$ cat config.mk
export PLATFORM = sky130hd
export DESIGN_NAME = hki_front
export DESIGN_NICKNAME = d
export VERILOG_FILES = /design/src/hdl/hki_pkg.sv /design/src/hdl/hki_front.sv
export SDC_FILE = /design/constraint.sdc
export NUM_CORES = 1
export LEC_CHECK = 0
export BUFFER_PORTS_ARGS = -buffer_cell sky130_fd_sc_hd__buf_2
export CORE_AREA = 2 2 202 204
export CTS_BUF_LIST = sky130_fd_sc_hd__clkbuf_16
export CTS_CLUSTER_SIZE = 40
export DETAILED_ROUTE_END_ITERATION = 10
export DIE_AREA = 0 0 204 206
export GPL_TIMING_DRIVEN = 1
export MAX_ROUTING_LAYER = met4
export PLACE_DENSITY = 0.38
export SYNTH_ARGS = -nofsm -noshare
export SYNTH_HDL_FRONTEND = slang
export SYNTH_SLANG_ARGS = --single-unit
$ cat constraint.sdc
create_clock -name clock -period 5.6 [get_ports clock]
set_clock_uncertainty 0.1 [all_clocks]
set_input_delay 0.56 -clock clock [delete_from_list [all_inputs] [get_ports clock]]
set_output_delay 0.56 -clock clock [all_outputs]
set_load 0.01 [all_outputs]
$ cat src/hdl/hki_pkg.sv
// Shared types, codes and helpers of the keyframe interpolator.
// Used by every module of the block but hki_ram; depends on nothing.
package hki_pkg;

   localparam logic [1:0] OP_CLEAR  = 2'd0;
   localparam logic [1:0] OP_APPEND = 2'd1;
   localparam logic [1:0] OP_QUERY  = 2'd2;

   localparam logic [1:0] ST_VIEW     = 2'd0;
   localparam logic [1:0] ST_ACCEPTED = 2'd1;
   localparam logic [1:0] ST_REJECTED = 2'd2;
   localparam logic [1:0] ST_FEW_KEYS = 2'd3;

   localparam logic CFG_TENSION = 1'b0;
   localparam logic CFG_BIAS    = 1'b1;

   localparam logic [2:0] CH_X     = 3'd0;
   localparam logic [2:0] CH_Y     = 3'd1;
   localparam logic [2:0] CH_Z     = 3'd2;
   localparam logic [2:0] CH_PITCH = 3'd3;
   localparam logic [2:0] CH_YAW   = 3'd4;
   localparam logic [2:0] CH_ROLL  = 3'd5;
   localparam logic [2:0] CH_FOV   = 3'd6;

   localparam int MIN_KEYS    = 4;
   localparam int QUEUE_DEPTH = 4;
   localparam int CHAN_W      = 33;
   localparam int MULA_W      = 37;
   localparam int MULB_W      = 33;
   localparam int PROD_W      = MULA_W + MULB_W;
   localparam int ACC_W       = 66;

   typedef struct packed {
      logic [23:0] frame;
      logic [31:0] time_stamp;
      logic [31:0] pos_x;
      logic [31:0] pos_y;
      logic [31:0] pos_z;
      logic [47:0] rotation;
      logic [15:0] fov;
   } key_type;

   typedef struct packed {
      logic        is_query;
      logic [1:0]  status;
      logic [23:0] frame;
      logic [31:0] time_stamp;
   } job_type;

   function automatic logic signed [CHAN_W-1:0] chan_value(input key_type k,
                                                           input logic [2:0] c);
      logic signed [CHAN_W-1:0] v;
      case (c)
         CH_X:     v = CHAN_W'($signed(k.pos_x));
         CH_Y:     v = CHAN_W'($signed(k.pos_y));
         CH_Z:     v = CHAN_W'($signed(k.pos_z));
         CH_PITCH: v = CHAN_W'($signed(k.rotation[15:0]));
         CH_YAW:   v = CHAN_W'($signed(k.rotation[31:16]));
         CH_ROLL:  v = CHAN_W'($signed(k.rotation[47:32]));
         default:  v = CHAN_W'($signed({1'b0, k.fov}));
      endcase
      return v;
   endfunction

endpackage

$ cat src/hdl/hki_front.sv
// Front end: accepts transactions, classifies them, appends keys and
// tracks the key count. Depends on hki_pkg.
module hki_front #(
   parameter int MAX_KEYS = 64,
   parameter int AW       = 6,
   parameter int CW       = 7
) (
   input  logic              clock,
   input  logic              reset,
   input  logic              start,
   output logic              busy,
   input  logic [1:0]        operation,
   input  hki_pkg::key_type  req_key,
   input  logic              q_full,
   output logic              push,
   output hki_pkg::job_type  push_job,
   output logic              wr_en,
   output logic [AW-1:0]     wr_addr,
   output hki_pkg::key_type  wr_data,
   output logic [CW-1:0]     count,
   input  logic              done
);

   logic [CW-1:0] count_ff, count_in;
   logic [23:0]   last_ff, last_in;
   logic          pending_ff, pending_in;
   logic          accept;

   assign busy    = q_full | pending_ff;
   assign accept  = start & ~busy;
   assign wr_addr = count_ff[AW-1:0];
   assign wr_data = req_key;
   assign count   = count_ff;

   always_comb begin
      count_in            = count_ff;
      last_in             = last_ff;
      pending_in          = pending_ff & ~done;
      push                = 1'b0;
      wr_en               = 1'b0;
      push_job.is_query   = 1'b0;
      push_job.status     = hki_pkg::ST_REJECTED;
      push_job.frame      = req_key.frame;
      push_job.time_stamp = req_key.time_stamp;
      if (accept) begin
         push = 1'b1;
         case (operation)
            hki_pkg::OP_CLEAR: begin
               count_in        = '0;
               push_job.status = hki_pkg::ST_ACCEPTED;
            end
            hki_pkg::OP_APPEND: begin
               if (count_ff == CW'(MAX_KEYS) ||
                   (count_ff != '0 && req_key.frame <= last_ff)) begin
                  push_job.status = hki_pkg::ST_REJECTED;
               end else begin
                  wr_en           = 1'b1;
                  count_in        = count_ff + 1'b1;
                  last_in         = req_key.frame;
                  push_job.status = hki_pkg::ST_ACCEPTED;
               end
            end
            hki_pkg::OP_QUERY: begin
               if (count_ff < CW'(hki_pkg::MIN_KEYS)) begin
                  push_job.status = hki_pkg::ST_FEW_KEYS;
               end else begin
                  push_job.is_query = 1'b1;
                  push_job.status   = hki_pkg::ST_VIEW;
                  pending_in        = 1'b1;
               end
            end
            default: begin
               push_job.status = hki_pkg::ST_REJECTED;
            end
         endcase
      end
   end

   always_ff @(posedge clock) begin
      if (reset) begin
         count_ff   <= '0;
         pending_ff <= 1'b0;
      end else begin
         count_ff   <= count_in;
         pending_ff <= pending_in;
      end
   end

   always_ff @(posedge clock) begin
      last_ff <= last_in;
   end

   a_count_bound : assert property (@(posedge clock) disable iff (reset)
      count_ff <= CW'(MAX_KEYS))
      else $error("key count above table size");

   a_query_blocks : assert property (@(posedge clock) disable iff (reset)
      (push && push_job.is_query) |=> (pending_ff && busy))
      else $error("query in flight does not hold off new transactions");

endmodule

==> results.ini <==
[min_path]
worstHoldEndpoint=last_ff[1]$_DFFE_PP_
min_path_type=input port to flip-flop
hp-start=req_key[193]
min_path_cells=1

[die]
die_h_um=206
die_w_um=204
row_count=74
io-pin-count=514
die_area_um2=42020
fp.coreArea_um2=40180
start_util=0.09927

[place]
post-place-ws_ns=1.974
place_inst=822
gp_congestion=0.7187
hpwl_um=10860
port-buffer-count=97

[pwr]
cell_internal_pwr_w=0.0004523
seq_power_share=0.419
leakage_nw=1.296
clkPwrFrac=0.439
power_density_nw_per_um2=194.8
finalPower_w=0.0006214
combPwrFrac=0.142
p_sw_frac=0.2721
net-switching-power_w=0.0001691
ir_worst_vdd_uv=88.96

[detailed_routing]
wl_per_cell_um=15.60
ant_nets=0
drc=0
drt_pre_antenna_iters=4
num_vias=2170
vias_per_cell=2.614
routed_wl_um=12950
first_iter_violations=51

[clock_tree]
clock_sinks=32
cts_tree=yes
cts_resized=0
post_cts_buffers=0
insertion_delay_ns=0.29
htreeDepth=2
cts_inserted_buffers=5
cts_root_buf=clkbuf_16
hold_buffers=0
cts.clk_slew.worst_paths_ns=0.06
cts_max_path_buffers=2

[finish]
nets=546
antennaDiodeCount=0
drive_above_1_share=0.3591
stdcell_count=830
areaGrowthSynthToFinish_pct=-20.04

[timing]
max_freq_mhz=280.2
setup_violations=0
fin_crit_sh=0.6374
tightestPinTransition_ns=0.7726
min_period_ns=3.569
rsz0062_at_grt=no
fin_tns_setup_ns=0
finalWorstSetupSlack_ns=2.031
slew_viol_final=0
finalHoldViolCount=0
slew_headroom=0.4837

[critical_path]
end_kind=output pin
critPathKind=input port to output pin
r2r-start=last_ff[23]$_DFFE_PP_
cp.arrival_ns=2.91
r2r-end=last_ff[10]$_DFFE_PP_
crit_family=simple AND/OR/NAND/NOR gates
critPathRequiredTime_ns=4.94
reg2reg_slack_ns=2.39
cp_num_buf_inv=2
critical_path_depth=9
crit_chain=buf_2 > ha_1 > nand4_1 > nor4_1 > a31o_1 > o21bai_2 > a2bb2oi_1 > nor2_1 > buf_2
crit_path_frequent_cell=buf_2
slowest_delay_ns=0.70
path_max_fanout=9
cp_slowest_cell=nor4_1
cp-start-kind=input port
reg2regPathDepth=8

[synthesis]
syn_nets=722
ys.flop_type=edfxtp_1
yosysTopAreaCell=buf_4
yosysSeqAreaShare=0.2208
synth_cell_type_count=34
async_flop_share=0
synth.top_cell.area_share=0.5232
synth-edff-count=24
netlist_area_um2=3989
ys_warn_count=0
syn_inst=473
avgSynthCellArea_um2=8.433
synth_area_leaders=buf_4 52%, edfxtp_1 18%, ha_1 8.2%
synth-seq-cells=32

[global_route]
antenna_found_initial=0
grt_pass1_wl_um=16590
grt_usage=0.06072
grt_pass1_vias=2135
overflow=0
grt_max_degree=25

[outcome]
status=completed

[job]
max_cap_viol_count=0

==> how the worst max path moves through the flow <==
stage	start	endpoint	slack [ns]
floorplan	req_key[213]	last_ff[0]$_DFFE_PP_	2.28
global placement	req_key[203]	last_ff[8]$_DFFE_PP_	2.03
detailed placement	req_key[215]	last_ff[9]$_DFFE_PP_	1.97
CTS	req_key[215]	push_job[57]	2.01
global route	req_key[215]	push_job[57]	1.71
finish	req_key[215]	push_job[56]	2.03
==> per-layer routing <==
| metal | GRT usage | vias to the layer above | share of wire |
|---|---|---|---|
| met4 | 0.06470 | 0 | 0.11 |
| met2 | 0.08491 | 230 | 0.42 |
| met5 | - | - | 0 |
| met3 | 0.04825 | 143 | 0.18 |
| li1 | - | 896 | - |
| met1 | 0.04779 | 901 | 0.29 |
==> synthesized netlist by cell type, types with 2 or more instances <==
cell        n
buf_4     278
inv_1      36
ha_1       26
edfxtp_1   24
nand2_1    19
a21oi_1    16
nor2_1     13
dfxtp_1     8
o21ai_0     8
nand4_1     5
o211ai_1    5
nor3_1      4
or4_1       4
a31oi_1     3
nand2b_1    2
nand3_1     2
or3_1       2
or4_4       2
==> registers in the layout, indices dropped and copies added, names as in the netlist <==
register    cells
count           7
last_ff        24
pending_ff      1
==> power groups by stage <==
stage | clock [W] | combinational, W | sequential, W
after floorplan | 0 | 0.000227 | 0.000265
after global placement | 0 | 0.0000938 | 0.000265
after detailed placement | 0 | 0.0000930 | 0.000265
after CTS | 0.000288 | 0.0000933 | 0.000260
after global routing | 0.000298 | 0.000102 | 0.000260
final | 0.000273 | 0.0000885 | 0.000260
==> logic make-up (layout without fill, tap and decap cells) <==
logic type / after synthesis / after routing / synth area share
AOI/OAI and AO/OA: 41 / 41 / 0.06400
muxes: 1 / 1 / 0.002510
and+or+nand+nor: 57 / 57 / 0.07215
buffers and inverters: 316 / 141 / 0.5590
adders and majority gates: 26 / 26 / 0.08156
DFF: 32 / 32 / 0.2208
==> area by class of cell <==
type                            instances  area (um^2)
Inverter                               36        135.1
Timing Repair Buffer                   97        485.5
Fill cell                            4745        36990
Tap cell                              532        665.6
Clock buffer                            5        125.1
Multi-Input combinational cell        125        885.9
Sequential cell                        32        880.8
Clock inverter                          3        11.26
==> layout by cell type, fill, tap and decap left out, types with 2 or more instances in the layout <==
cell       Yosys  final
o21ai_0        8      8
a21oi_1       16     16
edfxtp_1      24     24
nor2_1        13     12
nand4_1        5      5
nor3_1         4      4
dfxtp_1        8      8
or3_1          2      2
clkbuf_16      0      5
buf_2          0     97
nand3_1        2      2
ha_1          26     26
nand2_1       19     19
inv_1         36     38
or4_4          2      2
a31oi_1        3      3
or4_1          4      4
nand2b_1       2      2
o211ai_1       5      5
==> metrics by stage <==
step / utilization / instance area [um^2] / hold slack (ns)
after floorplan: - / 3989 / 0.3574
after global placement: 0.07597 / 3053 / 0.3829
after detailed placement: 0.07597 / 3053 / 0.4013
after CTS: 0.07937 / 3189 / 0.3937
after global routing: 0.07937 / 3189 / 0.3971
final: 0.07937 / 3189 / 0.4004
Power figures use the tool's default switching activity.
