**config.mk**
```make
export PLATFORM = sky130hd
export DESIGN_NAME = hki_queue
export DESIGN_NICKNAME = d
export VERILOG_FILES = /design/src/hdl/hki_pkg.sv /design/src/hdl/hki_queue.sv
export SDC_FILE = /design/constraint.sdc
export NUM_CORES = 1
export LEC_CHECK = 0
export ABC_AREA = 1
export BUFFER_PORTS_ARGS = -buffer_cell sky130_fd_sc_hd__buf_2
export CORE_AREA = 3 3 134 136
export CTS_BUF_LIST = sky130_fd_sc_hd__clkbuf_4
export DETAILED_ROUTE_END_ITERATION = 6
export DIE_AREA = 0 0 137 139
export PLACE_DENSITY = 0.78
export SLEW_MARGIN = 20
export SYNTH_ARGS = -nofsm -noshare
export SYNTH_HDL_FRONTEND = slang
export SYNTH_SLANG_ARGS = --single-unit
```
**constraint.sdc**
```tcl
create_clock -name clock -period 2.7 [get_ports clock]
set_clock_uncertainty 0.1 [all_clocks]
set_input_delay 0.135 -clock clock [delete_from_list [all_inputs] [get_ports clock]]
set_output_delay 0.135 -clock clock [all_outputs]
set_load 0.01 [all_outputs]
```
**src/hdl/hki_pkg.sv**
```systemverilog
// Shared types, codes and helpers of the keyframe interpolator.
// Used by every module of the block but hki_ram; depends on nothing.
package hki_pkg;

   localparam logic [1:0] OP_CLEAR  = 2'd0;
   localparam logic [1:0] OP_APPEND = 2'd1;
   localparam logic [1:0] OP_QUERY  = 2'd2;

   localparam logic [1:0] ST_VIEW     = 2'd0;
   localparam logic [1:0] ST_ACCEPTED = 2'd1;
   localparam logic [1:0] ST_REJECTED = 2'd2;
   localparam logic [1:0] ST_FEW_KEYS = 2'd3;

   localparam logic CFG_TENSION = 1'b0;
   localparam logic CFG_BIAS    = 1'b1;

   localparam logic [2:0] CH_X     = 3'd0;
   localparam logic [2:0] CH_Y     = 3'd1;
   localparam logic [2:0] CH_Z     = 3'd2;
   localparam logic [2:0] CH_PITCH = 3'd3;
   localparam logic [2:0] CH_YAW   = 3'd4;
   localparam logic [2:0] CH_ROLL  = 3'd5;
   localparam logic [2:0] CH_FOV   = 3'd6;

   localparam int MIN_KEYS    = 4;
   localparam int QUEUE_DEPTH = 4;
   localparam int CHAN_W      = 33;
   localparam int MULA_W      = 37;
   localparam int MULB_W      = 33;
   localparam int PROD_W      = MULA_W + MULB_W;
   localparam int ACC_W       = 66;

   typedef struct packed {
      logic [23:0] frame;
      logic [31:0] time_stamp;
      logic [31:0] pos_x;
      logic [31:0] pos_y;
      logic [31:0] pos_z;
      logic [47:0] rotation;
      logic [15:0] fov;
   } key_type;

   typedef struct packed {
      logic        is_query;
      logic [1:0]  status;
      logic [23:0] frame;
      logic [31:0] time_stamp;
   } job_type;

   function automatic logic signed [CHAN_W-1:0] chan_value(input key_type k,
                                                           input logic [2:0] c);
      logic signed [CHAN_W-1:0] v;
      case (c)
         CH_X:     v = CHAN_W'($signed(k.pos_x));
         CH_Y:     v = CHAN_W'($signed(k.pos_y));
         CH_Z:     v = CHAN_W'($signed(k.pos_z));
         CH_PITCH: v = CHAN_W'($signed(k.rotation[15:0]));
         CH_YAW:   v = CHAN_W'($signed(k.rotation[31:16]));
         CH_ROLL:  v = CHAN_W'($signed(k.rotation[47:32]));
         default:  v = CHAN_W'($signed({1'b0, k.fov}));
      endcase
      return v;
   endfunction

endpackage

```
**src/hdl/hki_queue.sv**
```systemverilog
// Short in-order queue of classified transactions between front and back.
// Depends on hki_pkg.
module hki_queue (
   input  logic             clock,
   input  logic             reset,
   input  logic             push,
   input  hki_pkg::job_type push_job,
   input  logic             pop,
   output hki_pkg::job_type head,
   output logic             full,
   output logic             empty
);

   localparam int PW = $clog2(hki_pkg::QUEUE_DEPTH);

   hki_pkg::job_type slot_ff [hki_pkg::QUEUE_DEPTH];
   logic [PW-1:0]    wp_ff, rp_ff;
   logic [PW:0]      fill_ff;

   assign full  = fill_ff == (PW+1)'(hki_pkg::QUEUE_DEPTH);
   assign empty = fill_ff == '0;
   assign head  = slot_ff[rp_ff];

   always_ff @(posedge clock) begin
      if (reset) begin
         wp_ff   <= '0;
         rp_ff   <= '0;
         fill_ff <= '0;
      end else begin
         if (push) begin
            wp_ff <= wp_ff + 1'b1;
         end
         if (pop) begin
            rp_ff <= rp_ff + 1'b1;
         end
         if (push && !pop) begin
            fill_ff <= fill_ff + 1'b1;
         end else if (pop && !push) begin
            fill_ff <= fill_ff - 1'b1;
         end
      end
   end

   always_ff @(posedge clock) begin
      if (push) begin
         slot_ff[wp_ff] <= push_job;
      end
   end

endmodule

```
==> qor.txt, run 1 <==
outcome = completed
Crit. End Element = primary output
crit path max fanout = 118
CTS Root Cell = clkbuf_4
Hold Path End = slot_ff[0][58]
Net Count, Synth = 697
worst-margin pin slew = 800 ps
RSZ-0062 raised after global routing = no
asr flop ratio synth = 0
WP data required = 2470 ps
total I/O pin count = 124
Synth Instances = 628
Hold Path Cell Cnt = 2
Vias/cell = 5.38
Slew headroom = 0.466
Warnings, synthesis = 0
final hold vios = 0
CTS Sinks = 245
Reg2Reg Setup Slack = 1030 ps
Die Area = 19000 um^2
depth of the worst register-to-register path = 5
Rows = 48
# port buffers = 123
Worst path top cell family by delay = buffers and inverters
leakage = 4.11 nW
# DRC = 0
Die Height = 139 um
HPWL after detailed placement = 10400 um
Total Neg Setup Slack = 0 ps
sequential share of the synthesized area = 0.793
f_max = 406 MHz
Non-Filler Instances = 1120
ratio of cells with drive above 1 in the final layout = 0.247
CP Class = reg2out
Final period util = 0.912
Initial DRC Count = 491
most used flip-flop cell after synthesis = edfxtp_1
Worst setup SP type = flop
hold path start = push_job[58]
Pre-antenna DRT Iters = 5
ANT nets after route = 0
Total Power = 0.00790 W
Cells after DPL = 949
minimum clock period = 2460 ps
die extent in x = 137 um
Reg-to-Reg Start = wp_ff[0]
vias in the first global route = 6171
final wirelength = 19600 um
largest net degree at the start of global routing = 119
CTS H-tree depth = 2
Syn Area/Cell = 14.6 um^2
gr usage total = 0.204
slowest stage delay, CP = 550 ps
Slowest-stage cell, CP = inv_6
via count = 6030
Mapped Area = 9170 um^2
overflow left after global routing = 0
final setup violation count = 0
initial core utilization = 0.537
clock slew seen by the registers of the worst setup and hold paths = 60 ps
Pins Over Slew Limit = 0
R2R Path End = slot_ff[2][15]
area delta synth->final = 23.3%
WL/cell = 17.5 um
Clock Path Buffers = 3
Final nets = 916
Power Density = 700 nW/um^2
CP arrival = 2230 ps
Clk Latency, worst-skew pair = 620 ps
initial antenna violation count = 1
HP Class = in2reg
CTS buffer count = 58
Max-Cap Viols = 0
Yosys reg bits = 245
post-layout util = 0.662
Cell variety after synth = 22
CTS tree = done
first-pass GRT wire length = 30400 um
routability-driven placement congestion ratio = 0.761
Post-synth EDFFs = 236
CP bufs+invs = 2
Setup Fix Bufs, Post-CTS = 0
core area = 17100 um^2
peak supply drop = 0.423 mV
CP cell instances = inv_6, o21ai_0, o22ai_1, buf_2
-- worst register-to-register path, cell delays in order, from the launching register on --
cell and delay (ps):
dfxtp_1 330, inv_1 120, ha_1 160, nand2_1 60, inv_2 60, buf_4 440
-- synth_stat cells (2+ instances only) --
cell,number,area share
edfxtp_1,236,0.77
buf_4,5,0.0041
clkbuf_2,7,0.0038
o22ai_1,59,0.040
buf_2,11,0.0060
o21ai_1,6,0.0033
nor2_1,124,0.051
clkbuf_1,9,0.0037
a21oi_1,3,0.0016
dfxtp_1,9,0.020
ha_1,5,0.0068
nor3_1,2,0.0011
nand2_1,9,0.0037
buf_6,5,0.0061
o21ai_0,117,0.064
inv_1,15,0.0061
-- report_power, final --
part | internal (W) | switching, W | total (W)
sequential | 0.00434 | 0.0000449 | 0.00439
clock | 0.00137 | 0.00132 | 0.00269
combinational | 0.000309 | 0.000514 | 0.000823
-- per-stage QoR --
stage / worst slack [ps] / hold WS (ps) / instance area [um^2]
after CTS: 195 / 84.0 / 11300
after global placement: 949 / 209 / 9960
after detailed placement: 926 / 215 / 9960
after floorplan: 450 / 107 / 9170
after global routing: 62.9 / 94.5 / 11300
final: 237 / 137 / 11300
-- layer usage --
layer,GRT usage,vias up,part of all wire
met1,0.260,2956,0.41
li1,-,2840,-
met3,0.0479,23,0.065
met4,0.0609,0,0.011
met5,0,-,0
met2,0.348,211,0.51
-- kinds of logic after synthesis --
group,share of synthesized area
compound gates,0.109
xor+xnor,0.000956
fa+ha+maj,0.00901
buf+inv,0.0313
flops,0.793
simple gates,0.0568
-- sequential cells by signal (all words and copies together), names as in the netlist, named ones only --
register and count:
wp_ff 2, fill_ff 3, slot_ff 236, rp_ff 2
-- worst max path at each step --
| stage | start | endpoint | slack [ps] | depth (start not counted) |
|---|---|---|---|---|
| 4_1_cts | flop | head[4] | 190 | 4 |
| 2_1_floorplan | wp_ff[0] | slot_ff[2][0] | 450 | 4 |
| 3_3_place_gp | flop | head[45] | 950 | 4 |
| 6_report | flop | head[33] | 240 | 4 |
| 3_5_place_dp | flop | head[4] | 930 | 4 |
| 5_1_grt | flop | head[18] | 60 | 4 |
-- repair_timing --
item | 4_1_cts | 5_1_grt
hold endpoints to repair | 245 | 0
gates resized for setup | 0 | 0
hold buffers | 63 | 0
-- cell usage in the layout, fill, tap and decap left out --
cell	count
buf_12	3
o21ai_0	117
dfxtp_1	7
o21ai_1	6
dlygate4sd3_1	63
buf_4	7
ha_1	5
clkinv_1	27
o22ai_1	59
nand2_1	9
a21oi_1	3
fa_1	1
edfxtp_1	236
buf_2	123
nor3_1	2
nand4_1	1
inv_6	1
inv_2	5
xor2_1	1
nand3_1	1
dfxtp_4	1
clkbuf_4	80
diode_2	1
dfxtp_2	1
inv_1	11
nor2_1	124
-- final cells by class --
class	count	area [um^2]
diodes	1	2.50
clock buffers	80	601
clock inverters	27	101
fillers	1239	5760
inverters	17	68.8
multi-input cells	329	1610
flip-flops and latches	245	7270
well taps	225	282
repair buffers	196	1360
Power figures use the tool's default switching activity.
==> inputs of run 2 (changes only) <==
- clock period: 2.7 -> 2.6 ns (I/O delays scaled with it)
==> run 2 against run 1 <==
Effect of this change: global-route usage rose by 0.28 points; cell count down 0.45%; worst hold slack got worse by 17 ps; power is 6.0% higher; register-to-register slack worse by 160 ps; largest power group unchanged.
==> qor.txt, run 2 (same netlist as run 1, synthesis figures left out) <==
outcome = completed (unchanged)
Pins Over Slew Limit = 0 (unchanged)
Total Neg Setup Slack = 0 ps (unchanged)
WP data required = 2370 ps (was 2470 ps)
RSZ-0062 raised after global routing = no (unchanged)
Slew headroom = 0.584 (was 0.466)
Max-Cap Viols = 0 (unchanged)
via count = 6075 (was 6030)
Power Density = 737 nW/um^2 (was 700 nW/um^2)
f_max = 411 MHz
clock slew seen by the registers of the worst setup and hold paths = 60 ps (about the same)
Final nets = 916 (unchanged)
highest-count cells in the layout ignoring fill and taps = edfxtp_1, nor2_1, buf_2 (unchanged)
gr usage total = 0.207 (was 0.204)
max reg flops = 236 (unchanged)
HPWL after detailed placement = 10400 um (about the same)
peak supply drop = 0.414 mV (was 0.423 mV)
Initial DRC Count = 411 (was 491)
CTS H-tree depth = 2 (unchanged)
overflow left after global routing = 0 (unchanged)
CTS Root Cell = clkbuf_4 (unchanged)
DP Area = 10000 um^2 (was 9960 um^2)
CTS tree = done (unchanged)
Worst setup SP type = flop (unchanged)
first-pass GRT wire length = 30800 um (was 30400 um)
core area = 17100 um^2 (unchanged)
CTS Sinks = 245 (unchanged)
# port buffers = 123 (unchanged)
biggest regs = slot_ff: 236 flops, fill_ff: 3 flops (unchanged)
Biggest register = slot_ff (unchanged)
Design Area, Final = 11400 um^2 (was 11300 um^2)
minimum clock period = 2430 ps
Die Height = 139 um (unchanged)
Pre-antenna DRT Iters = 5 (unchanged)
CP arrival = 2200 ps (was 2230 ps)
Die Area = 19000 um^2 (unchanged)
final wirelength = 19400 um (was 19600 um)
# DRC = 0 (unchanged)
Clk Latency, worst-skew pair = 630 ps (was 620 ps)
final setup violation count = 0 (unchanged)
final hold vios = 0 (unchanged)
die extent in x = 137 um (unchanged)
largest net degree at the start of global routing = 119 (unchanged)
Total Power = 0.00838 W (was 0.00790 W)
worst-margin pin slew = 624 ps (was 800 ps)
Vias/cell = 5.45 (was 5.38)
HP Class = in2reg (unchanged)
CP Class = reg2out (unchanged)
area delta synth->final = 24.2% (was 23.3%)
Clock Path Buffers = 3 (unchanged)
commonest non-fill, non-tap cell in the layout = edfxtp_1 (unchanged)
crit path max fanout = 59 (was 118)
routability-driven placement congestion ratio = 0.719 (was 0.761)
ANT nets after route = 0 (unchanged)
initial core utilization = 0.537 (unchanged)
vias in the first global route = 6431 (was 6171)
total I/O pin count = 124 (unchanged)
leakage = 4.14 nW (was 4.11 nW)
initial antenna violation count = 2 (was 1)
Final period util = 0.936
WL/cell = 17.4 um (was 17.5 um)
Crit. End Element = primary output (unchanged)
ratio of cells with drive above 1 in the final layout = 0.258 (was 0.247)
CTS buffer count = 57 (was 58)
Rows = 48 (unchanged)
[run 2: per-layer routing]
layer  global-route usage  share of wire  vias up  wire length [um]
met5                    0              0        -                 0
met4               0.0846          0.020        0               391
met3               0.0541          0.069       37              1340
met2                0.352           0.51      235             10000
met1                0.250           0.40     2967              7710
li1                     -              -     2836                 -
[run 2: timing repair]
item | 4_1_cts | 5_1_grt
hold endpoints to repair | 245 | 0
hold buffers | 63 | 0
resized for setup | 0 | 1
setup buffers | 0 | 0
endpoints found under the setup margin | 0 | 8
[run 2: power by group]
part           total, W  switching (W)  internal, W
sequential      0.00456      0.0000485      0.00451
clock           0.00296        0.00137      0.00158
combinational  0.000870       0.000537     0.000333
[run 2: path summary, 6_finish.rpt]
path | cells after the start | slack (ps) | end | start
hold reg to reg | 1 | 360 | flop | rp_ff[1]
setup reg to reg | 5 | 870 | slot_ff[0][21] | wp_ff[0]
setup / recovery | 4 | 170 | head[24] | flop
hold / removal | 2 | 120 | slot_ff[1][0] | push_job[0]
[run 2: worst max-delay path: stages, from the launching register on]
cell and delay (ps):
dfxtp_2 330, buf_4 520, o21ai_0 190, o22ai_1 310
buf_2 190
[run 2: per-stage QoR]
step	std cells	hold slack (ps)	setup slack, ps	util
after floorplan	628	102	350	-
after global placement	950	205	837	0.587
after detailed placement	950	209	744	0.587
after CTS	1113	68.5	19.6	0.667
after global routing	1115	97.3	12.3	0.667
final	1115	120	167	0.667
[run 2: area by class of cell]
class	instances	area (um^2)
Sequential cell	245	7270
Fill cell	1202	5680
Multi-Input combinational cell	329	1610
Timing Repair Buffer	197	1420
Clock buffer	85	638
Tap cell	225	282
Clock inverter	15	83.8
Inverter	17	71.3
Antenna cell	2	5.00
