File: src/hdl/hki_ram.sv
// Generic single-write, single-read RAM with a registered read port.
// Stand-alone; holds the keyframe table.
module hki_ram #(
   parameter int WIDTH = 8,
   parameter int DEPTH = 64
) (
   input  logic                             clock,
   input  logic                             wr_en,
   input  logic [$clog2(DEPTH)-1:0]         wr_addr,
   input  logic [WIDTH-1:0]                 wr_data,
   input  logic [$clog2(DEPTH)-1:0]         rd_addr,
   output logic [WIDTH-1:0]                 rd_data
);

   logic [WIDTH-1:0] mem_ff [DEPTH];
   logic [WIDTH-1:0] rd_data_ff;

   always_ff @(posedge clock) begin
      if (wr_en) begin
         mem_ff[wr_addr] <= wr_data;
      end
      rd_data_ff <= mem_ff[rd_addr];
   end

   assign rd_data = rd_data_ff;

endmodule

File: config.mk
export PLATFORM = sky130hd
export DESIGN_NAME = hki_ram
export DESIGN_NICKNAME = d
export VERILOG_FILES = /design/src/hdl/hki_ram.sv
export SDC_FILE = /design/constraint.sdc
export NUM_CORES = 1
export LEC_CHECK = 0
export BUFFER_PORTS_ARGS = -buffer_cell sky130_fd_sc_hd__buf_2
export CAP_MARGIN = 30
export CORE_MARGIN = 3
export CORE_UTILIZATION = 45
export DETAILED_ROUTE_END_ITERATION = 12
export HOLD_SLACK_MARGIN = 0.06
export SYNTH_ARGS = -nofsm -noshare
export SYNTH_HDL_FRONTEND = slang
export SYNTH_SLANG_ARGS = --single-unit
File: constraint.sdc
create_clock -name clock -period 2.7 [get_ports clock]
set_clock_uncertainty 0.05 [all_clocks]
set_input_delay 0.27 -clock clock [delete_from_list [all_inputs] [get_ports clock]]
set_output_delay 0.27 -clock clock [all_outputs]
set_load 0.03 [all_outputs]
==> impl_results.rst, run 1 <==
.. list-table::
   :header-rows: 1

   * - Metric
     - Value
   * - Setup repair after global routing missed its margin
     - no
   * - Met2 layer usage reported by global route
     - between 30% and 40%
   * - Width of the chip
     - around 220 um
   * - Achievable clock frequency
     - between 0.4 and 0.5 GHz
   * - Per-cell via count in the routed design
     - 5.734
   * - Sequential area share after synthesis
     - 77.03%
   * - Worst Tran Pin Value
     - just under 0.9 ns
   * - Setup tns final
     - 0 ns
   * - Core Region
     - 43650 um^2
   * - Max Root-Sink Buffers
     - 3
   * - Met1 usage
     - 29.00%
   * - Max rail drop VDD
     - 0.4171 mV
   * - Maximum fanout along the worst path
     - 1
   * - Number of input and output port buffers inserted
     - 29
   * - TritonCTS sink count
     - 520
   * - Summed area of non-filler cells in the final layout
     - about 23000 um^2
   * - Clock Tree Root
     - sky130_fd_sc_hd__clkbuf_16
   * - Clock-pin transition on the worst setup and hold timing paths
     - 0.07 ns
   * - Total global-route track usage
     - 19.79%
   * - Post-layout util
     - 53.47%
   * - Starting DRT DRC Count
     - ~1100
   * - Starting Density
     - 46.20%
   * - Summed instance area of the synthesized netlist
     - 20170 um^2
   * - Via count of the first global-routing pass
     - about 10000
   * - Worst hold path class
     - input pin to flop
   * - P&R area growth vs syn
     - 15.73%
   * - Vias after detailed routing
     - ~9800
   * - Die H
     - between 200 and 250 um
   * - Met3 Track Usage GR
     - about 3.2%
   * - Ys Warns
     - 0
   * - Avg Cell Area, Syn
     - 21.45 um^2
   * - Number of cells traversed by the worst register-to-register path
     - 6
   * - Clock latency reported for the late side of the worst-skew pair
     - between 0.5 and 0.6 ns
   * - Share of the clock period used by the worst path after layout
     - roughly three quarters
   * - Number of synthesized register bits
     - 520
   * - Tmin final
     - 2.045 ns
   * - Type of the worst setup path
     - flop to flop
   * - Pin count of the biggest net entering global routing
     - 65
   * - Synth Net Count
     - 962
   * - Std-Cell Rows
     - 76
   * - Slew Viols, Final
     - 0
   * - Fillcell total
     - 3369
   * - Final routed wirelength across all metal layers
     - 45.56 mm
   * - Final hold violations
     - 0
   * - Worst R2R Start
     - mem_ff[24][6]
   * - DRC errors left
     - 0
   * - Power density over cell area
     - roughly 710 nW/um^2
   * - Startpoint kind of the worst setup timing path
     - flop
   * - HPWL after DPL
     - a little under 30 mm
   * - Share of post-route cells with drive strength above 1
     - 31.68%
   * - Min-Delay Endpoint
     - mem_ff[20][2]
   * - Number of distinct library cells after synthesis
     - 40
   * - Count of nets after finishing
     - 1111
   * - Setup slack of the most critical reg-to-reg path
     - roughly 0.66 ns
   * - Placer's final routability congestion estimate
     - slightly above 0.8
   * - Count of final setup violators
     - 0
   * - GR Overflow Total
     - 0
   * - Antenna violations before repair
     - 2
   * - Data arrival, critical path
     - between 2 and 2.5 ns
   * - Global-route wire length before repair
     - 68.21 mm
   * - CTS buffer count
     - 52
   * - CP Data Required Time
     - 3.11 ns
   * - HP Start
     - wr_data[2]
   * - Placement-stage cell area
     - 21740 um^2
   * - Leakage power total
     - 7.503 nW
   * - Routed wire length per instance
     - between 20 and 30 um
   * - Worst slew slack as a fraction of its limit
     - 40.58%
   * - Result of the run
     - completed
   * - Count of boundary I/O pins
     - 30
   * - Number of nets with antenna violations after detailed routing
     - 0
   * - RR Endpoint
     - rd_data[6]
   * - Kind of end point of the critical path
     - flop
   * - Number of detailed-route iterations in the first pass
     - 5
   * - Die footprint
     - 47390 um^2
   * - H-tree depth reported by CTS
     - 2
   * - Post-synthesis cell count
     - 940
   * - Final antenna diode count
     - 0
   * - Hold Path Depth
     - 1
   * - Layer carrying the most global-route usage
     - met2
   * - TritonCTS clock tree
     - built
   * - Max-capacitance violation count
     - 0
## repair_timing
item | CTS | global route
gates resized for setup | 0 | 0
hold buffers | 1 | 0
hold endpoints to repair | 7 | 0
setup buffers | 0 | 0
endpoints found under the setup margin | 0 | 0
## layer usage
layer | part of all wire (%) | vias up
met4 | 2.6 | 4
met2 | 47 | 341
met3 | 6.5 | 72
met1 | 43 | 5192
li1 | - | 4224
met5 | 0.059 | -
## how the worst max path moves through the flow
stage	from	to	slack [ns]	cells after the start
3_3_place_gp	rd_addr[0]	rd_data[3]	0.04	7
2_1_floorplan	rd_addr[1]	rd_data[3]	0.71	7
3_5_place_dp	rd_addr[0]	rd_data[7]	0.08	6
6_report	mem_ff[24][6]	rd_data[6]	0.66	6
4_1_cts	mem_ff[2][3]	rd_data[3]	0.62	5
5_1_grt	mem_ff[3][3]	rd_data[3]	0.51	5
## layout make-up
cell class	count	area, um^2	area share [%]
Tap cell	585	732.0	3.136
Sequential cell	520	15530	66.56
Multi-Input combinational cell	369	4317	18.49
Timing Repair Buffer	146	1165	4.991
Clock buffer	63	1364	5.843
Clock inverter	32	227.7	0.9757
## placed cells by master, fill, tap and decap left out, types with 2 or more instances in the layout
master / count
sky130_fd_sc_hd__bufinv_16: 3
sky130_fd_sc_hd__nand4_1: 2
sky130_fd_sc_hd__mux4_2: 126
sky130_fd_sc_hd__o41ai_1: 2
sky130_fd_sc_hd__clkbuf_16: 53
sky130_fd_sc_hd__nor2b_1: 14
sky130_fd_sc_hd__a211oi_1: 4
sky130_fd_sc_hd__nor2_1: 83
sky130_fd_sc_hd__nor4_1: 2
sky130_fd_sc_hd__dfxtp_1: 8
sky130_fd_sc_hd__o22ai_1: 8
sky130_fd_sc_hd__nand2_1: 19
sky130_fd_sc_hd__nor3_1: 7
sky130_fd_sc_hd__a221oi_1: 6
sky130_fd_sc_hd__clkinv_1: 13
sky130_fd_sc_hd__clkbuf_1: 10
sky130_fd_sc_hd__o2bb2ai_1: 3
sky130_fd_sc_hd__o221a_2: 2
sky130_fd_sc_hd__o32ai_1: 2
sky130_fd_sc_hd__buf_2: 26
sky130_fd_sc_hd__o21a_1: 2
sky130_fd_sc_hd__o21ai_0: 2
sky130_fd_sc_hd__mux2i_1: 23
sky130_fd_sc_hd__clkinv_2: 13
sky130_fd_sc_hd__a21oi_1: 3
sky130_fd_sc_hd__clkinvlp_4: 2
sky130_fd_sc_hd__edfxtp_1: 512
sky130_fd_sc_hd__o21ai_1: 2
sky130_fd_sc_hd__buf_12: 10
sky130_fd_sc_hd__o221ai_1: 8
sky130_fd_sc_hd__buf_4: 108
sky130_fd_sc_hd__nand2b_1: 7
sky130_fd_sc_hd__nand3_1: 13
sky130_fd_sc_hd__a22oi_1: 3
sky130_fd_sc_hd__mux2_2: 13
sky130_fd_sc_hd__nand3b_1: 3
sky130_fd_sc_hd__o2111ai_1: 3
## through the flow
stage | cells | power, W | hold WS, ns | setup WS [ns]
after detailed placement | 1619 | 0.01004 | 0.6178 | 0.07726
after global placement | 1618 | 0.01003 | 0.6102 | 0.03925
after CTS | 1715 | 0.01681 | 0.07098 | 0.6248
final | 1715 | 0.01663 | 0.09880 | 0.6553
after global routing | 1715 | 0.01720 | 0.08608 | 0.5129
after floorplan | 940 | 0.009627 | 0.3189 | 0.7123
## flip-flops by register name, summed over array words and instances (netlist names)
signal / flops
rd_data: 8
mem_ff: 512
## critical path, stage by stage (launching register included)
cell and delay, ns:
sky130_fd_sc_hd__edfxtp_1 0.38, sky130_fd_sc_hd__mux4_2 0.47, sky130_fd_sc_hd__mux2_2 0.28, sky130_fd_sc_hd__o221a_2 0.29
sky130_fd_sc_hd__nor3_1 0.22, sky130_fd_sc_hd__buf_4 0.16, sky130_fd_sc_hd__o32ai_1 0.08
## report_power, final
group          total [W]  internal, W  switching (W)
logic           0.000902     0.000355       0.000547
registers        0.00896      0.00893      0.0000258
clock network    0.00677      0.00387        0.00290
## cells by family (layout without fill, tap and decap cells)
family / count (synthesis) / count (layout) / share of synthesized area [%]
simple gates: 153 / 153 / 3.387
mux: 162 / 162 / 15.94
buf+inv: 51 / 241 / 1.570
compound gates: 54 / 54 / 2.072
flops: 520 / 520 / 77.03
## synth_stat cells
master,instances,area [um^2]
sky130_fd_sc_hd__o21a_1,2,15.01
sky130_fd_sc_hd__dfxtp_1,8,160.2
sky130_fd_sc_hd__nor2b_1,14,87.58
sky130_fd_sc_hd__o221ai_1,8,70.07
sky130_fd_sc_hd__a221oi_1,6,52.55
sky130_fd_sc_hd__edfxtp_1,512,15370
sky130_fd_sc_hd__o311ai_1,1,8.760
sky130_fd_sc_hd__nand4b_1,1,8.760
sky130_fd_sc_hd__a2111oi_0,2,17.52
sky130_fd_sc_hd__a211oi_1,4,30.03
sky130_fd_sc_hd__o32ai_1,2,17.52
sky130_fd_sc_hd__buf_4,13,97.59
sky130_fd_sc_hd__or3_1,1,6.260
sky130_fd_sc_hd__mux4_2,126,2838
sky130_fd_sc_hd__buf_2,11,55.05
sky130_fd_sc_hd__buf_12,2,40.04
sky130_fd_sc_hd__o21ai_0,2,10.01
sky130_fd_sc_hd__o41ai_1,2,17.52
sky130_fd_sc_hd__o2111ai_1,3,26.28
sky130_fd_sc_hd__buf_1,4,15.01
sky130_fd_sc_hd__o221a_2,2,22.52
sky130_fd_sc_hd__nand2_1,19,71.32
sky130_fd_sc_hd__nor2_1,83,311.6
sky130_fd_sc_hd__o22ai_1,8,50.05
sky130_fd_sc_hd__nor4_1,2,12.51
sky130_fd_sc_hd__o2bb2ai_1,3,26.28
sky130_fd_sc_hd__nand3_1,13,65.06
sky130_fd_sc_hd__mux2_2,13,146.4
sky130_fd_sc_hd__a22oi_1,3,22.52
sky130_fd_sc_hd__clkbuf_1,17,63.81
sky130_fd_sc_hd__nand3b_1,3,22.52
sky130_fd_sc_hd__a31oi_1,1,6.260
sky130_fd_sc_hd__nand4_1,2,12.51
sky130_fd_sc_hd__nor3_1,7,35.03
sky130_fd_sc_hd__nand2b_1,7,43.79
sky130_fd_sc_hd__buf_6,4,45.04
sky130_fd_sc_hd__a21oi_1,3,15.01
sky130_fd_sc_hd__mux2i_1,23,230.2
sky130_fd_sc_hd__and2_1,1,6.260
sky130_fd_sc_hd__o21ai_1,2,10.01
No activity file was read; power rests on OpenSTA's default activity.
==> inputs of run 2 (changes only) <==
==> constraint.sdc (replaced) <==
create_clock -name clock -period 2.1 [get_ports clock]
set_clock_uncertainty 0.05 [all_clocks]
set_input_delay 0.21 -clock clock [delete_from_list [all_inputs] [get_ports clock]]
set_output_delay 0.21 -clock clock [all_outputs]
set_load 0.03 [all_outputs]
==> run 2 against run 1 <==
Core utilization rose by 1.4 points. Die area unchanged. Via count up 1.2%. Flip-flop and latch count unchanged. Total power rose by 34%. Cell count rose by 3.0%. Maximum frequency up 1.1%. Clock power up 41%. Critical endpoint unchanged. Critical path depth did not move. Register-to-register slack worse by 0.58 ns.
==> impl_results.rst, run 2 (same netlist as run 1, synthesis figures left out) <==
.. list-table::
   :header-rows: 1

   * - Metric
     - Value
   * - Antenna violations before repair
     - 2
   * - Number of input and output port buffers inserted
     - 29
   * - Vias after detailed routing
     - 9952
   * - Startpoint kind of the worst setup timing path
     - flop
   * - Slew Viols, Final
     - 0
   * - Number of nets with antenna violations after detailed routing
     - 0
   * - Worst slew slack as a fraction of its limit
     - 63.78%
   * - Max Root-Sink Buffers
     - 3
   * - Std-Cell Rows
     - 76
   * - Least setup slack across all paths after layout
     - approximately 0.077 ns
   * - Destination of the critical timing path
     - rd_data[6]
   * - Worst slack at placement
     - -0.2714 ns
   * - Worst Tran Pin Value
     - 0.5419 ns
   * - Post-CTS Setup Inserts
     - 0
   * - CTS buffer count
     - 53
   * - Clock latency reported for the late side of the worst-skew pair
     - approximately 0.59 ns
   * - Starting DRT DRC Count
     - 958
   * - Result of the run
     - completed
   * - Final hold violations
     - 0
   * - Startpoint of the most critical setup path
     - mem_ff[24][6]
   * - Placer's final routability congestion estimate
     - between 0.8 and 0.9
   * - Proportion of power drawn by combinational gates
     - 5.5%
   * - Routed wire length per instance
     - 25.71 um
   * - Die H
     - 217.7 um
   * - Share of power burned in the clock network
     - between 40% and 50%
   * - Commonest cells after routing, fill and taps aside
     - sky130_fd_sc_hd__edfxtp_1, sky130_fd_sc_hd__buf_4, sky130_fd_sc_hd__mux4_2, sky130_fd_sc_hd__nor2_1, sky130_fd_sc_hd__clkbuf_16
   * - Kind of end point of the critical path
     - flop
   * - Worst hold path class
     - input pin to flop
   * - Most flops, register
     - mem_ff
   * - Maximum fanout along the worst path
     - 1
   * - Power density over cell area
     - 930.1 nW/um^2
   * - Final antenna diode count
     - 0
   * - Tmin final
     - 2.023 ns
   * - H-tree depth reported by CTS
     - 2
   * - Design internal power
     - 0.01774 W
   * - Core Region
     - about 44000 um^2
   * - TritonCTS sink count
     - 520
   * - Clock Tree Root
     - sky130_fd_sc_hd__clkbuf_16
   * - Flop pwr share
     - 51.7%
   * - Setup slack of the most critical reg-to-reg path
     - 0.08 ns
   * - Number of detailed-route iterations in the first pass
     - 5
   * - Switching Fraction
     - 20.34%
   * - Number of cells traversed by the worst register-to-register path
     - 6
   * - Pin count of the biggest net entering global routing
     - 65
   * - Share of the clock period used by the worst path after layout
     - between 90 and 100%
   * - Share of post-route cells with drive strength above 1
     - 34.77%
   * - Max rail drop VDD
     - 0.5936 mV
   * - Most common cell after layout, fill and taps aside
     - sky130_fd_sc_hd__edfxtp_1
   * - Net switching power of the design
     - about 0.0045 W
   * - Count of nets after finishing
     - 1163
   * - Width of the chip
     - 217.7 um
   * - Per-cell via count in the routed design
     - about 5.6
   * - TritonCTS clock tree
     - built
   * - Via count of the first global-routing pass
     - 10290
   * - Leakage power total
     - 7.847 nW
   * - Die footprint
     - 47390 um^2
   * - Setup repair after global routing missed its margin
     - no
   * - Flip-flop count of the largest register after layout
     - 512
   * - Count of boundary I/O pins
     - 30
   * - RR Endpoint
     - rd_data[6]
   * - Starting Density
     - a little under half
   * - Setup tns final
     - 0 ns
   * - Type of the worst setup path
     - flop to flop
   * - Clock-pin transition on the worst setup and hold timing paths
     - roughly 0.060 ns
   * - Global-route wire length before repair
     - 67.76 mm
   * - Max-capacitance violation count
     - 0
   * - GR Overflow Total
     - 0
   * - Achievable clock frequency
     - 0.4943 GHz
   * - Worst R2R Start
     - mem_ff[24][6]
   * - Data arrival, critical path
     - 2.43 ns
   * - DRC errors left
     - 0
   * - P&R area growth vs syn
     - 18.76%
   * - Total global-route track usage
     - 19.65%
   * - HPWL after DPL
     - 29.36 mm
   * - Final routed wirelength across all metal layers
     - 45.43 mm
   * - Count of final setup violators
     - 0
   * - Hold slack final
     - 0.07048 ns
   * - CP Data Required Time
     - 2.51 ns
run 2: changes by cell type in the layout (fill, tap and decap cells not counted):
cell	before	now
sky130_fd_sc_hd__buf_12	10	14
sky130_fd_sc_hd__clkbuf_1	10	14
sky130_fd_sc_hd__clkinv_2	13	9
sky130_fd_sc_hd__inv_6	0	1
sky130_fd_sc_hd__buf_4	108	153
sky130_fd_sc_hd__clkinv_4	1	0
sky130_fd_sc_hd__clkbuf_16	53	55
sky130_fd_sc_hd__clkinvlp_4	2	1
sky130_fd_sc_hd__clkbuf_8	1	4
sky130_fd_sc_hd__bufinv_16	3	7
sky130_fd_sc_hd__dlygate4sd3_1	1	3
sky130_fd_sc_hd__clkinv_1	13	6
run 2: power by group through the flow:
stage | sequential, W | combinational (W) | clock [W]
after floorplan | 0.0118 | 0.000612 | 0
after global placement | 0.0117 | 0.00123 | 0
after detailed placement | 0.0117 | 0.00124 | 0
after CTS | 0.0115 | 0.00125 | 0.00972
after global routing | 0.0115 | 0.00132 | 0.0102
final | 0.0115 | 0.00123 | 0.00952
run 2: timing repair:
item	4_1_cts	5_1_grt
hold buffers	3	0
hold endpoints to repair	22	0
endpoints found under the setup margin	0	1
gates resized for setup	0	1
run 2: worst min-delay path by stage:
stage,start,end,slack (ns),cells past startpoint
final,wr_data[5],mem_ff[49][5],0.07,2
after global routing,wr_data[5],mem_ff[53][5],0.06,2
after CTS,wr_data[3],mem_ff[18][3],0.07,2
after detailed placement,rd_addr[5],rd_data[2],0.60,3
after global placement,rd_addr[5],rd_data[0],0.59,3
after floorplan,wr_data[0],mem_ff[0][0],0.26,0
run 2: metal layers:
layer	wire length (um)	up-vias	track usage, %
met4	1425	4	6.327
met5	40	-	0
met1	18850	5187	27.38
met2	21890	353	31.31
li1	-	4322	-
met3	3220	86	4.361
run 2: critical path, cell delays in order (launching register included):
cell                       delay, ns
sky130_fd_sc_hd__edfxtp_1       0.38
sky130_fd_sc_hd__mux4_2         0.45
sky130_fd_sc_hd__mux2_2         0.29
sky130_fd_sc_hd__o221a_2        0.29
sky130_fd_sc_hd__nor3_1         0.21
sky130_fd_sc_hd__buf_4          0.16
sky130_fd_sc_hd__o32ai_1        0.08
run 2: metrics by stage:
stage                     power [W]  area [um^2]  utilization [%]  cells
after detailed placement    0.01299        22160            50.76   1668
after global placement      0.01297        22160            50.76   1668
after CTS                   0.02250        23950            54.87   1767
after global routing        0.02302        23950            54.87   1767
after floorplan             0.01238        20170                -    940
final                       0.02228        23950            54.87   1767
run 2: final cells by class:
type	count	area, um^2
Clock buffer	72	1470
Clock inverter	24	294.0
Fill cell	3324	19700
Multi-Input combinational cell	369	4317
Sequential cell	520	15530
Tap cell	585	732.0
Timing Repair Buffer	197	1603
